**src/hw/rtl/vss_pkg.sv**
```systemverilog
// Shared types, constants and the half-step coil table for the valve stepper sequencer.
// No dependencies; used by vss_step_logic and valve_stepper_sequencer.

package vss_pkg;

    localparam int unsigned STEP_W       = 10;
    localparam int unsigned PHASE_W      = 3;
    localparam int unsigned COIL_W       = 4;
    localparam int unsigned BLINK_W      = 8;
    localparam int unsigned BLINK_CNT_W  = 4;

    localparam int unsigned TRAVEL_RESET  = 420;
    localparam int unsigned HOMING_TRAVEL = 450;

    localparam logic [BLINK_W-1:0]     BLINK_ACTIVE = 8'hff;
    localparam logic [BLINK_W-1:0]     BLINK_DONE   = 8'h01;
    localparam logic [BLINK_W-1:0]     BLINK_FAIL   = 8'h55;
    localparam logic [BLINK_CNT_W-1:0] BLINK_LONG   = 4'd8;
    localparam logic [BLINK_CNT_W-1:0] BLINK_SHORT  = 4'd2;

    localparam logic [COIL_W-1:0] COIL_N = 4'h8;
    localparam logic [COIL_W-1:0] COIL_W_ = 4'h4;
    localparam logic [COIL_W-1:0] COIL_S = 4'h2;
    localparam logic [COIL_W-1:0] COIL_E = 4'h1;
    localparam logic [COIL_W-1:0] COIL_OFF = 4'h0;

    typedef enum logic [1:0] {
        OP_MOTOR_TICK = 2'd0,
        OP_LED_TICK   = 2'd1,
        OP_VALVE_CMD  = 2'd2,
        OP_MEAS       = 2'd3
    } t_op;

    typedef enum logic [1:0] {
        DIR_IDLE  = 2'd0,
        DIR_OPEN  = 2'd1,
        DIR_CLOSE = 2'd2
    } t_dir;

    typedef struct packed {
        t_dir                   dir;
        logic [STEP_W-1:0]      steps_left;
        logic [PHASE_W-1:0]     phase;
        logic [COIL_W-1:0]      coil_latch;
        logic                   valve_state;
        logic                   valid_flag;
        logic [BLINK_W-1:0]     blink_pattern;
        logic [BLINK_CNT_W-1:0] blink_left;
        logic                   led_level;
    } t_state;

    typedef struct packed {
        logic [COIL_W-1:0] coils;
        logic              led;
        logic              valve_open;
        logic              data_valid;
        logic              moving;
        logic              report_due;
    } t_result;

    function automatic logic [COIL_W-1:0] half_step(input logic [PHASE_W-1:0] phase);
        logic [COIL_W-1:0] coils;
        case (phase)
            3'd0:    coils = COIL_N;
            3'd1:    coils = COIL_N | COIL_E;
            3'd2:    coils = COIL_E;
            3'd3:    coils = COIL_E | COIL_S;
            3'd4:    coils = COIL_S;
            3'd5:    coils = COIL_S | COIL_W_;
            3'd6:    coils = COIL_W_;
            3'd7:    coils = COIL_W_ | COIL_N;
            default: coils = COIL_OFF;
        endcase
        return coils;
    endfunction

endpackage

```
**src/hw/rtl/valve_stepper_sequencer.sv**
```systemverilog
// Top level of the valve stepper sequencer: state registers, travel register, result register.
// Depends on vss_pkg and vss_step_logic.
//
// Usage: each input transaction carries an op (motor tick, LED tick, valve command or
// measurement outcome) plus its flags, and produces exactly one result transaction with
// the coil drive, LED level, stored valve position, data-valid flag, moving flag and a
// one-shot report_due. Input and output both use valid/stall handshakes.
// A transaction's result is registered and shows in the cycle after it is accepted.
// Throughput is one transaction per cycle unless the receiver stalls; the single result
// register is refilled in the same cycle it is drained, so o_in_stall rises only while a
// result waits and i_out_stall is high. The travel register (i_cfg_we/i_cfg_data) must be
// written only when no transaction is in flight; the block itself does not enforce this.
// Reset (synchronous, active low) empties the result register, loads the travel register
// with 420 half-steps and starts a homing close run of HOMING_TRAVEL half-steps that
// proceeds with the motor ticks that follow. While the receiver stalls, the pending result
// holds and input is stalled.

module valve_stepper_sequencer #(
    parameter int unsigned HOMING_TRAVEL = vss_pkg::HOMING_TRAVEL
) (
    input  logic                               i_clk,
    input  logic                               i_rst_n,
    input  logic                               i_cfg_we,
    input  logic [vss_pkg::STEP_W-1:0]         i_cfg_data,
    input  logic                               i_in_valid,
    output logic                               o_in_stall,
    input  logic [1:0]                         i_op,
    input  logic                               i_open_request,
    input  logic                               i_close_request,
    input  logic                               i_force_move,
    input  logic                               i_meas_ok,
    output logic                               o_out_valid,
    input  logic                               i_out_stall,
    output logic [vss_pkg::COIL_W-1:0]         o_coils,
    output logic                               o_led,
    output logic                               o_valve_open,
    output logic                               o_data_valid,
    output logic                               o_moving,
    output logic                               o_report_due
);

    vss_pkg::t_state                 r_state;
    vss_pkg::t_state                 n_state;
    vss_pkg::t_state                 reset_state;
    vss_pkg::t_result                r_result;
    vss_pkg::t_result                n_result;
    logic                            r_out_valid;
    logic [vss_pkg::STEP_W-1:0]      r_travel;
    logic                            in_accept;
    logic                            out_accept;

    assign o_in_stall = r_out_valid && i_out_stall;
    assign in_accept  = i_in_valid && !o_in_stall;
    assign out_accept = r_out_valid && !i_out_stall;

    always_comb begin
        reset_state.dir           = vss_pkg::DIR_CLOSE;
        reset_state.steps_left    = HOMING_TRAVEL[vss_pkg::STEP_W-1:0];
        reset_state.phase         = '0;
        reset_state.coil_latch    = vss_pkg::COIL_OFF;
        reset_state.valve_state   = 1'b0;
        reset_state.valid_flag    = 1'b0;
        reset_state.blink_pattern = vss_pkg::BLINK_ACTIVE;
        reset_state.blink_left    = vss_pkg::BLINK_LONG;
        reset_state.led_level     = 1'b1;
    end

    vss_step_logic u_step (
        .i_state         (r_state),
        .i_travel        (r_travel),
        .i_op            (i_op),
        .i_open_request  (i_open_request),
        .i_close_request (i_close_request),
        .i_force_move    (i_force_move),
        .i_meas_ok       (i_meas_ok),
        .o_state         (n_state),
        .o_result        (n_result)
    );

    always_ff @(posedge i_clk) begin
        if (!i_rst_n) begin
            r_state     <= reset_state;
            r_travel    <= vss_pkg::TRAVEL_RESET[vss_pkg::STEP_W-1:0];
            r_out_valid <= 1'b0;
        end else begin
            if (i_cfg_we) begin
                r_travel <= i_cfg_data;
            end
            if (in_accept) begin
                r_state     <= n_state;
                r_out_valid <= 1'b1;
            end else if (out_accept) begin
                r_out_valid <= 1'b0;
            end
        end
    end

    // payload register: load on accept, hold otherwise
    always_ff @(posedge i_clk) begin
        if (in_accept) begin
            r_result <= n_result;
        end
    end

    assign o_out_valid  = r_out_valid;
    assign o_coils      = r_result.coils;
    assign o_led        = r_result.led;
    assign o_valve_open = r_result.valve_open;
    assign o_data_valid = r_result.data_valid;
    assign o_moving     = r_result.moving;
    assign o_report_due = r_result.report_due;

`ifndef SYNTHESIS
    a_result_follows: assert property (@(posedge i_clk) disable iff (!i_rst_n)
        in_accept |=> o_out_valid)
        else $error("accepted transaction produced no result");

    a_idle_tick_keeps_count: assert property (@(posedge i_clk) disable iff (!i_rst_n)
        (in_accept && i_op == vss_pkg::OP_MOTOR_TICK && r_state.dir == vss_pkg::DIR_IDLE)
        |=> ($stable(r_state.steps_left) && $stable(r_state.coil_latch)))
        else $error("motor tick while idle changed run state");

    a_run_end_stops: assert property (@(posedge i_clk) disable iff (!i_rst_n)
        (in_accept && i_op == vss_pkg::OP_MOTOR_TICK &&
         (r_state.dir == vss_pkg::DIR_OPEN || r_state.dir == vss_pkg::DIR_CLOSE) &&
         r_state.steps_left == '0)
        |=> (o_coils == vss_pkg::COIL_OFF && !o_moving && o_report_due))
        else $error("run end did not de-energize and report");
`endif

endmodule

```
**src/hw/rtl/vss_step_logic.sv**
```systemverilog
// Next-state and result logic for one transaction of the valve stepper sequencer.
// Purely combinational; depends on vss_pkg.

module vss_step_logic (
    input  vss_pkg::t_state                 i_state,
    input  logic [vss_pkg::STEP_W-1:0]      i_travel,
    input  logic [1:0]                      i_op,
    input  logic                            i_open_request,
    input  logic                            i_close_request,
    input  logic                            i_force_move,
    input  logic                            i_meas_ok,
    output vss_pkg::t_state                 o_state,
    output vss_pkg::t_result                o_result
);

    logic report;
    logic run_active;

    assign run_active = (i_state.dir == vss_pkg::DIR_OPEN) ||
                        (i_state.dir == vss_pkg::DIR_CLOSE);

    always_comb begin
        o_state = i_state;
        report  = 1'b0;
        case (vss_pkg::t_op'(i_op))
            vss_pkg::OP_MOTOR_TICK: begin
                if (run_active) begin
                    if (i_state.steps_left == '0) begin
                        // end of run: de-energize and store the final position
                        o_state.valve_state   = (i_state.dir == vss_pkg::DIR_OPEN);
                        o_state.dir           = vss_pkg::DIR_IDLE;
                        o_state.coil_latch    = vss_pkg::COIL_OFF;
                        o_state.blink_pattern = vss_pkg::BLINK_DONE;
                        o_state.blink_left    = vss_pkg::BLINK_SHORT;
                        report                = 1'b1;
                    end else begin
                        o_state.coil_latch    = vss_pkg::half_step(i_state.phase);
                        o_state.steps_left    = i_state.steps_left - 1'b1;
                        if (i_state.dir == vss_pkg::DIR_OPEN) begin
                            o_state.phase = i_state.phase + 1'b1;
                        end else begin
                            o_state.phase = i_state.phase - 1'b1;
                        end
                        o_state.blink_pattern = vss_pkg::BLINK_ACTIVE;
                        o_state.blink_left    = vss_pkg::BLINK_LONG;
                    end
                end else begin
                    o_state.dir = vss_pkg::DIR_IDLE;
                end
            end
            vss_pkg::OP_LED_TICK: begin
                if (i_state.blink_left != '0) begin
                    o_state.led_level     = i_state.blink_pattern[0];
                    o_state.blink_left    = i_state.blink_left - 1'b1;
                    o_state.blink_pattern = i_state.blink_pattern >> 1;
                end else begin
                    o_state.led_level = 1'b0;
                end
            end
            vss_pkg::OP_VALVE_CMD: begin
                // a new run restarts the count; phase is kept
                if (i_open_request) begin
                    if (i_force_move || !i_state.valve_state) begin
                        o_state.dir        = vss_pkg::DIR_OPEN;
                        o_state.steps_left = i_travel;
                    end
                end else if (i_close_request) begin
                    if (i_force_move || i_state.valve_state) begin
                        o_state.dir        = vss_pkg::DIR_CLOSE;
                        o_state.steps_left = i_travel;
                    end
                end
            end
            vss_pkg::OP_MEAS: begin
                if (i_meas_ok) begin
                    o_state.blink_pattern = vss_pkg::BLINK_DONE;
                    o_state.blink_left    = vss_pkg::BLINK_SHORT;
                    o_state.valid_flag    = 1'b1;
                    report                = 1'b1;
                end else begin
                    o_state.blink_pattern = vss_pkg::BLINK_FAIL;
                    o_state.blink_left    = vss_pkg::BLINK_LONG;
                    o_state.valid_flag    = 1'b0;
                end
            end
            default: begin
                o_state = i_state;
            end
        endcase
    end

    always_comb begin
        o_result.coils      = o_state.coil_latch;
        o_result.led        = o_state.led_level;
        o_result.valve_open = o_state.valve_state;
        o_result.data_valid = o_state.valid_flag;
        o_result.moving     = (o_state.dir == vss_pkg::DIR_OPEN) ||
                              (o_state.dir == vss_pkg::DIR_CLOSE);
        o_result.report_due = report;
    end

endmodule

```
**config.mk**
```make
export PLATFORM = sky130hd
export DESIGN_NAME = valve_stepper_sequencer
export DESIGN_NICKNAME = d
export VERILOG_FILES = /design/src/hw/rtl/vss_pkg.sv /design/src/hw/rtl/valve_stepper_sequencer.sv /design/src/hw/rtl/vss_step_logic.sv
export SDC_FILE = /design/constraint.sdc
export NUM_CORES = 1
export LEC_CHECK = 0
export BUFFER_PORTS_ARGS = -buffer_cell sky130_fd_sc_hd__buf_2
export CORE_MARGIN = 1.5
export CORE_UTILIZATION = 31
export CTS_BUF_LIST = sky130_fd_sc_hd__clkbuf_8
export DETAILED_ROUTE_END_ITERATION = 16
export PLACE_DENSITY_LB_ADDON = 0.1
export SLEW_MARGIN = 20
export SYNTH_ARGS = -nofsm -noshare
export SYNTH_HDL_FRONTEND = slang
export SYNTH_HIERARCHICAL = 1
export SYNTH_SLANG_ARGS = --single-unit
```
**constraint.sdc**
```tcl
create_clock -name i_clk -period 2.1 [get_ports i_clk]
set_input_delay 0.315 -clock i_clk [delete_from_list [all_inputs] [get_ports i_clk]]
set_output_delay 0.315 -clock i_clk [all_outputs]
set_load 0.01 [all_outputs]
```
Word level (Yosys, flattened, before mapping)
Memory sizes are Yosys's and may differ from the RTL's. A register that Yosys moved wholly into a read port is not among the register bits.
Cells that the tools add are included.

storage, ports and cells
  flip-flop bits (word level) = 54
  latch bits = 0
  bits in writable memories = 0
  memory bits (read-only) = 32
  input bits = 21
  memories = 1

cells by class
  add/sub/neg operators = 4
  multiply operators = 0
  divide/modulo/power cells = 0
  magnitude comparators = 0
  equal/unequal tests = 13
  shift-type cells = 0
  multiplexer cells = 29
  bitwise gates (word level) = 1
  reduce and logical (&&, ||, !) cells = 19

memory list
  memory           words  width  read ports  clocked after Yosys merged registers in  wr ports  RTL line       RTL
  (no name shown)  8      4      1           1                                        0         vss_pkg.sv:63  case (phase)

operators with widths
  kind                   count
  $mux 12                7
  $pmux 12 s3            1
  $mux 13                2
  $pmux 12 s2            1
  $mux 18                1
  $logic_not 10->1       1
  $sub 10x1->10 const B  1
  $mux 1                 9
  $mux 3                 3
  $eq 2x2->1 const B     4
  $reduce_and 4->1       2
  $reduce_and 7->1       1
  $eq 2x1->1 const B     3
  $ne 3x2->1 const B     2
  $mux 5                 1
  $logic_or 1x1->1       4
  $mux 2                 2
  $mux 4                 1
  $ne 2x1->1 const B     2
  $reduce_bool 2->1      2
  $reduce_bool 4->1      1
  $sub 4x1->4 const B    1
  $add 3x1->3 const B    1
  $logic_and 1x1->1      3
  8 further kinds        10

Depth between registers and ports, before layout
Gate-level depths: netlist of the first run.

  word-level depth = 7
  gate-level depth with buffers = 10
  mapped depth without buffers = 9

By module
The synthesis of the first run kept the hierarchy.

modules (own cells, without submodules)
  module                   instances  cells each  area an instance (sq um)
  valve_stepper_sequencer  1          193         2,160.8
  vss_step_logic           1          215         1,317.5

Least setup slack after synthesis of the first run
No wires, ideal clock.

  kind = reg2reg
  from = register r_state[33] in the netlist's numbering
  to = register r_state[30] in the netlist's numbering
  arrival = 1.878 ns
  required time = 1.980 ns
  slack = 0.102 ns
  cell stages (with the launch flop) = 10
  period minus slack after synthesis = 1.998 ns
  path through = dfxtp_1 > inv_1 > ha_1 > clkbuf_1 > nand4b_1 > mux2_1 > a222oi_1 > inv_1 > nor2b_1 > mux2i_1

between the ends
  cells in the longest elaborated chain, start to end = 4
  elaborated cells between the ends (all ways) = 5
  classes of those cells = 3 x eq/ne; 2 x reduce/logical

ends and longest elaborated chain
  item                                      RTL line                                    RTL
  start, declared                           valve_stepper_sequencer.sv:42               vss_pkg::t_state r_state;
  start signal, assigned                    valve_stepper_sequencer.sv:82               r_state <= reset_state;
  start signal, assigned                    valve_stepper_sequencer.sv:90               r_state <= n_state;
  $eq 2x1->1 or $eq 2x2->1 (tied branches)  vss_step_logic.sv:19, vss_step_logic.sv:20
  $logic_or 1x1->1 (*)                      vss_step_logic.sv:19                        assign run_active = (i_state.dir == vss_pkg::DIR_OPEN) ||
  $ne 2x1->1 (no source line) (*)           -
  $reduce_and 7->1 (no source line) (*)     -

Every way passes the cells marked *; elsewhere a longest branch is shown, timed or not.
A chain may end at the register's enable or synchronous reset.

==> results of run 1 <==
-- routing by layer --
layer	global-route usage	vias to the layer above
met3	0.0251	9
met1	0.198	1354
li1	-	1468
met4	0.0498	0
met2	0.216	34
met5	0	-
-- cell type report --
cell class / count / area, µm² / area share
tap: 140 / 175 / 0.0444
sequential: 54 / 1170 / 0.297
clock inverter: 2 / 8.76 / 0.00222
timing repair buffer: 59 / 390 / 0.0990
inverter: 20 / 75.1 / 0.0190
clock buffer: 6 / 82.6 / 0.0210
multi-input combinational: 303 / 2040 / 0.517
-- how the worst max path moves through the flow --
stage	to	slack (ps)	cells past startpoint
floorplan	r_state[30]$_SDFFE_PN1P_	100	9
detailed placement	o_moving$_DFFE_PP_	60	7
global route	r_state[30]$_SDFFE_PN1P_	4	7
global placement	o_moving$_DFFE_PP_	90	7
finish	o_moving$_DFFE_PP_	130	7
CTS	o_moving$_DFFE_PP_	30	7
-- registers in the layout, summed over array words and instances, names as in the netlist --
register / flops
o_valve_open: 1
o_out_valid: 1
o_report_due: 1
r_state: 34
o_coils: 4
o_moving: 1
r_travel: 10
o_led: 1
o_data_valid: 1
-- cells in the final DEF (no fill, tap or decap), types with 4 or more instances in the layout --
master    netlist  routed
dfxtp_1        45      45
ha_1            8       7
buf_2           8      31
nor3_1          4       4
a21o_1          4       4
buf_4          10      26
o21ai_1         4       4
nor2b_1        38      38
a21oi_1        12      12
a22o_1          4       4
inv_1          20      21
edfxtp_1        9       9
mux2i_1        44      44
nand3_1        11      11
nor2_1         15      15
clkbuf_8        0       6
nand2b_1        7       7
nand2_1        72      72
o21ai_0        19      19
-- cells by family after synthesis --
logic type      share of synthesized area
buf+inv                            0.0874
fa+ha+maj                          0.0345
mux                                 0.136
compound gates                      0.153
flops                               0.337
simple gates                        0.240
xor+xnor                           0.0126
-- worst max-delay path: stages (launching register included) --
cell      delay [ps]
dfxtp_1          380
inv_1             80
ha_2             330
nand2b_1         240
a31oi_4          220
o22ai_1          110
and3b_1          190
a221oi_1         240
-- repair_timing --
| action | CTS | global route |
|---|---|---|
| setup endpoints to repair | 0 | 13 |
| resized for setup | 0 | 7 |
| endpoints found under the hold margin | 0 | 0 |
-- power groups by stage --
stage                     clock, mW  sequential, mW  combinational, mW
after floorplan                   0            1.19              0.379
after CTS                     0.669            1.17              0.522
after global routing          0.699            1.18              0.585
after global placement            0            1.19              0.517
final                         0.629            1.17              0.523
after detailed placement          0            1.20              0.519
==> impl_metrics.env, run 1 <==
export IMPL_place_congestion=0.772
export IMPL_max_vdd_ir_drop_uv=225
export IMPL_hold_viol_final=0
export IMPL_drv_slew=0
export IMPL_die_w_um=109
export IMPL_fillers=1135
export IMPL_fin_total_pwr_mw=2.32
export IMPL_finalCritPeriodShare=0.939
export IMPL_ys_ff_latch=54
export IMPL_drv_cap=0
export IMPL_worstRegToRegCells=7
export IMPL_r2r_slack_ps=130
export IMPL_outcome="finished, final reports clean"
export IMPL_post_cts_setup_buffers=0
export IMPL_synth_area_leaders="dfxtp_1 (26%), mux2i_1 (13%), edfxtp_1 (7.8%)"
export IMPL_grt_pass1_vias=2594
export IMPL_p_per_area_mw_per_mm2=590
export IMPL_overflow=0
export IMPL_switchingPower_uw=698
export IMPL_die_height_um=109
export IMPL_yosysMostFrequentCell="nand2_1"
export IMPL_whs_endpoint="r_travel[8]$_SDFFE_PN1P_"
export IMPL_grt_max_degree=80
export IMPL_worst_pin_slew_ps=482
export IMPL_htree_levels=2
export IMPL_timing_hold_ws_ps=208
export IMPL_rows=38
export IMPL_drtIter0Drc=80
export IMPL_async_flop_share=0
export IMPL_r2r_end="o_moving$_DFFE_PP_"
export IMPL_port_buffers=31
export IMPL_design_area_mm2=0.00394
export IMPL_cts_root_buf="clkbuf_8"
export IMPL_final_util=0.362
export IMPL_synth_warnings=6
export IMPL_wl_met2_mm=3.63
export IMPL_antenna_found_initial=0
export IMPL_p_int_mw=1.63
export IMPL_yosys_area_top_type="dfxtp_1"
export IMPL_whs_path_depth=3
export IMPL_critPathLaunch="r_state[33]$_SDFFE_PN1P_"
export IMPL_placed_area_mm2=0.00381
export IMPL_cts_buffers=5
export IMPL_clock_latency_ps=320
export IMPL_required_ps=2230
export IMPL_wl_met1_mm=4.14
export IMPL_p_clk_frac=0.271
export IMPL_track_usage=0.141
export IMPL_hold_start="i_cfg_data[8]"
export IMPL_core_area_mm2=0.0109
export IMPL_top_layer_used="met4"
export IMPL_pre_cts_ws_ps=59.0
export IMPL_grt_pass1_wl_mm=13.0
export IMPL_fin_ws_ps=128
export IMPL_initial_core_util=0.319
export IMPL_hold_class="input port to flip-flop"
export IMPL_yosysTopAreaCellShare=0.259
export IMPL_syn2layout_area_growth_pct=13.3
export IMPL_remaining_drc_errors=0
export IMPL_vias=2865
export IMPL_ant_nets=0
export IMPL_timing_fmax_mhz=507
export IMPL_placedCellCount=576
export IMPL_drt_pass1_iterations=4
export IMPL_wirelength_mm=8.07
export IMPL_antenna_cells=0
export IMPL_syn_area_per_cell_um2=8.53
export IMPL_rsz0062_at_grt="no"
export IMPL_synth_area_mm2=0.00348
export IMPL_synth_common_cells="nand2_1 (72), dfxtp_1 (45), mux2i_1 (44)"
export IMPL_endpoint_kind="flip-flop"
export IMPL_die_area_mm2=0.0119
export IMPL_synth_distinct_cells=64
export IMPL_hpwl_mm=5.55
export IMPL_drive_gt1_frac=0.180
export IMPL_setup_viol=0
export IMPL_synth_flop_cell="dfxtp_1"
export IMPL_synth_edf_count=9
export IMPL_path_clk_slew_ps=100
export IMPL_stdcell_count=584
export IMPL_seqPwrFrac=0.504
export IMPL_finalCriticalPeriod_ps=1970
export IMPL_cts_path_max_buffers=2
export IMPL_synthCells=408
export IMPL_ys_seq_area_frac=0.337
export IMPL_cp_start_kind="flip-flop"
export IMPL_synthesis_nets=438
export IMPL_worstPathArrival_ps=2100
export IMPL_cts_hold_buf=0
export IMPL_crit_type="flip-flop to flip-flop"
export IMPL_switching_share=0.300
export IMPL_r2r_start="r_state[33]$_SDFFE_PN1P_"
export IMPL_crit_path_max_fanout=7
export IMPL_detail_route_wl_per_cell_um=13.8
export IMPL_power_frac_comb=0.225
export IMPL_p_leak_nw=1.67
export IMPL_num_io_pins=32
export IMPL_routed_via_density=4.91
export IMPL_finalNetCount=473
export IMPL_slew_headroom=0.677
export IMPL_cts_tree="built"
export IMPL_clock_sinks=54
export IMPL_skew_ps=8.15
export IMPL_met3_length_um=190
export IMPL_finalSetupTns_ps=0
Note: power is estimated with default switching activity, not from simulation.
==> run 2, diff against run 1 <==
--- a/config.mk
+++ b/config.mk
@@ -11,6 +11,7 @@
 export CTS_BUF_LIST = sky130_fd_sc_hd__clkbuf_8
 export DETAILED_ROUTE_END_ITERATION = 16
 export PLACE_DENSITY_LB_ADDON = 0.1
+export REMOVE_ABC_BUFFERS = 1
 export SLEW_MARGIN = 20
 export SYNTH_ARGS = -nofsm -noshare
 export SYNTH_HDL_FRONTEND = slang
==> run 2 against run 1 <==
Die area unchanged. Sequential share of layout area shrank 0.21 points. Global-route usage grew 0.64 points. Clock skew rose by 2.2 ps. Worst setup slack better by 21 ps. Via count up 0.91%. Sequential power barely moved. Clock-buffer cell count is the same. Critical path depth unchanged. Flip-flop and latch count unchanged. Power increased by 5.3%. Largest cell class unchanged.
==> impl_metrics.env, run 2 (synthesis gave the netlist of run 1 again) <==
export IMPL_p_per_area_mw_per_mm2=616
export IMPL_whs_path_depth=3
export IMPL_ant_nets=0
export IMPL_drv_slew=0
export IMPL_crit_path_max_fanout=6
export IMPL_grt_pass1_vias=2765
export IMPL_hpwl_mm=5.97
export IMPL_clock_sinks=54
export IMPL_pre_cts_ws_ps=71.3
export IMPL_overflow=0
export IMPL_finalNetCount=475
export IMPL_htree_levels=2
export IMPL_place_congestion=0.811
export IMPL_max_vdd_ir_drop_uv=257
export IMPL_hold_class="input port to flip-flop"
export IMPL_outcome="finished, final reports clean"
export IMPL_antenna_found_initial=0
export IMPL_timing_hold_ws_ps=202
export IMPL_hold_start="i_cfg_data[5]"
export IMPL_num_io_pins=32
export IMPL_worstRegToRegCells=7
export IMPL_drive_gt1_frac=0.191
export IMPL_cts_root_buf="clkbuf_8"
export IMPL_cts_tree="built"
export IMPL_initial_core_util=0.319
export IMPL_track_usage=0.148
export IMPL_grt_pass1_wl_mm=13.6
export IMPL_vias=2891
export IMPL_skew_ps=10.3
export IMPL_critPathLaunch="r_state[24]$_SDFFE_PN0P_"
export IMPL_largest_reg_flops=34
export IMPL_die_height_um=109
export IMPL_setup_viol=0
export IMPL_crit_type="flip-flop to flip-flop"
export IMPL_final_cell_mix="nand2_1 (72), mux2i_1 (44), dfxtp_1 (44)"
export IMPL_cts_path_max_buffers=2
export IMPL_required_ps=2310
export IMPL_p_leak_nw=1.68
export IMPL_design_area_mm2=0.00397
export IMPL_largest_register="r_state"
export IMPL_finalSetupTns_ps=0
export IMPL_die_area_mm2=0.0119
export IMPL_die_w_um=109
export IMPL_grt_max_degree=48
export IMPL_path_clk_slew_ps=100
export IMPL_core_area_mm2=0.0109
export IMPL_detail_route_wl_per_cell_um=13.8
export IMPL_worst_pin_slew_ps=484
export IMPL_endpoint_kind="flip-flop"
export IMPL_clock_latency_ps=320
export IMPL_cts_hold_buf=0
export IMPL_post_cts_setup_buffers=0
export IMPL_routed_via_density=4.93
export IMPL_placed_area_mm2=0.00382
export IMPL_r2r_end="r_state[30]$_SDFFE_PN1P_"
export IMPL_hold_viol_final=0
export IMPL_antenna_cells=0
export IMPL_finalCritPeriodShare=0.929
export IMPL_port_buffers=31
export IMPL_whs_endpoint="r_travel[5]$_SDFFE_PN1P_"
export IMPL_r2r_start="r_state[24]$_SDFFE_PN0P_"
export IMPL_worstPathArrival_ps=2170
export IMPL_drt_pass1_iterations=4
export IMPL_syn2layout_area_growth_pct=14.2
export IMPL_drtIter0Drc=80
export IMPL_fin_ws_ps=149
export IMPL_slew_headroom=0.676
export IMPL_finalCriticalPeriod_ps=1950
export IMPL_r2r_slack_ps=150
export IMPL_rows=38
export IMPL_remaining_drc_errors=0
export IMPL_cts_buffers=5
export IMPL_timing_fmax_mhz=513
export IMPL_cp_start_kind="flip-flop"
export IMPL_drv_cap=0
export IMPL_fillers=1135
export IMPL_wirelength_mm=8.10
export IMPL_layout_commonest_cell="nand2_1"
## run 2: area by class of cell
type / instances / area (µm²) / area share
tap: 140 / 175 / 0.0441
clock inverter: 2 / 33.8 / 0.00850
timing repair buffer: 61 / 393 / 0.0989
inverter: 20 / 75.1 / 0.0189
multi-input combinational: 303 / 2040 / 0.514
sequential: 54 / 1170 / 0.295
clock buffer: 6 / 82.6 / 0.0208
## run 2: how the worst max path moves through the flow
stage | end | slack (ps) | depth (start not counted)
after floorplan | o_moving$_DFFE_PP_ | 30 | 7
after global placement | r_state[4]$_SDFFE_PN1P_ | 150 | 9
after detailed placement | o_moving$_DFFE_PP_ | 70 | 7
after CTS | o_moving$_DFFE_PP_ | 30 | 7
after global routing | r_state[30]$_SDFFE_PN1P_ | -20 | 7
final | r_state[30]$_SDFFE_PN1P_ | 150 | 7
## run 2: worst max-delay path: stages, from the launching register on
cell and delay, ps:
dfxtp_1 380, nor2_1 420, nand4b_1 180, mux2_1 340, a222oi_1 270, inv_1 70
nor2b_1 110, mux2i_1 70
## run 2: per-stage QoR
step / instances / total power, mW / utilization
3_3_place_gp: 578 / 1.71 / 0.351
6_report: 586 / 2.45 / 0.365
5_1_grt: 586 / 2.60 / 0.365
2_1_floorplan: 377 / 1.51 / -
3_5_place_dp: 578 / 1.72 / 0.351
4_1_cts: 586 / 2.48 / 0.361
## run 2: metal layers
layer  track usage  part of all wire
met5             0                 0
met4        0.0602             0.020
met1         0.189              0.49
met2         0.244              0.47
met3        0.0251             0.023
## run 2: report_power, final
group,total (mW),switching [mW],leakage (nW),internal [mW]
Sequential,1.17,0.0537,0.458,1.12
Clock,0.750,0.365,0.0626,0.385
Combinational,0.525,0.277,1.16,0.248
## run 2: repair_timing
action,CTS,global route
gates resized for setup,0,10
endpoints found under the setup margin,0,22
hold endpoints to repair,0,0
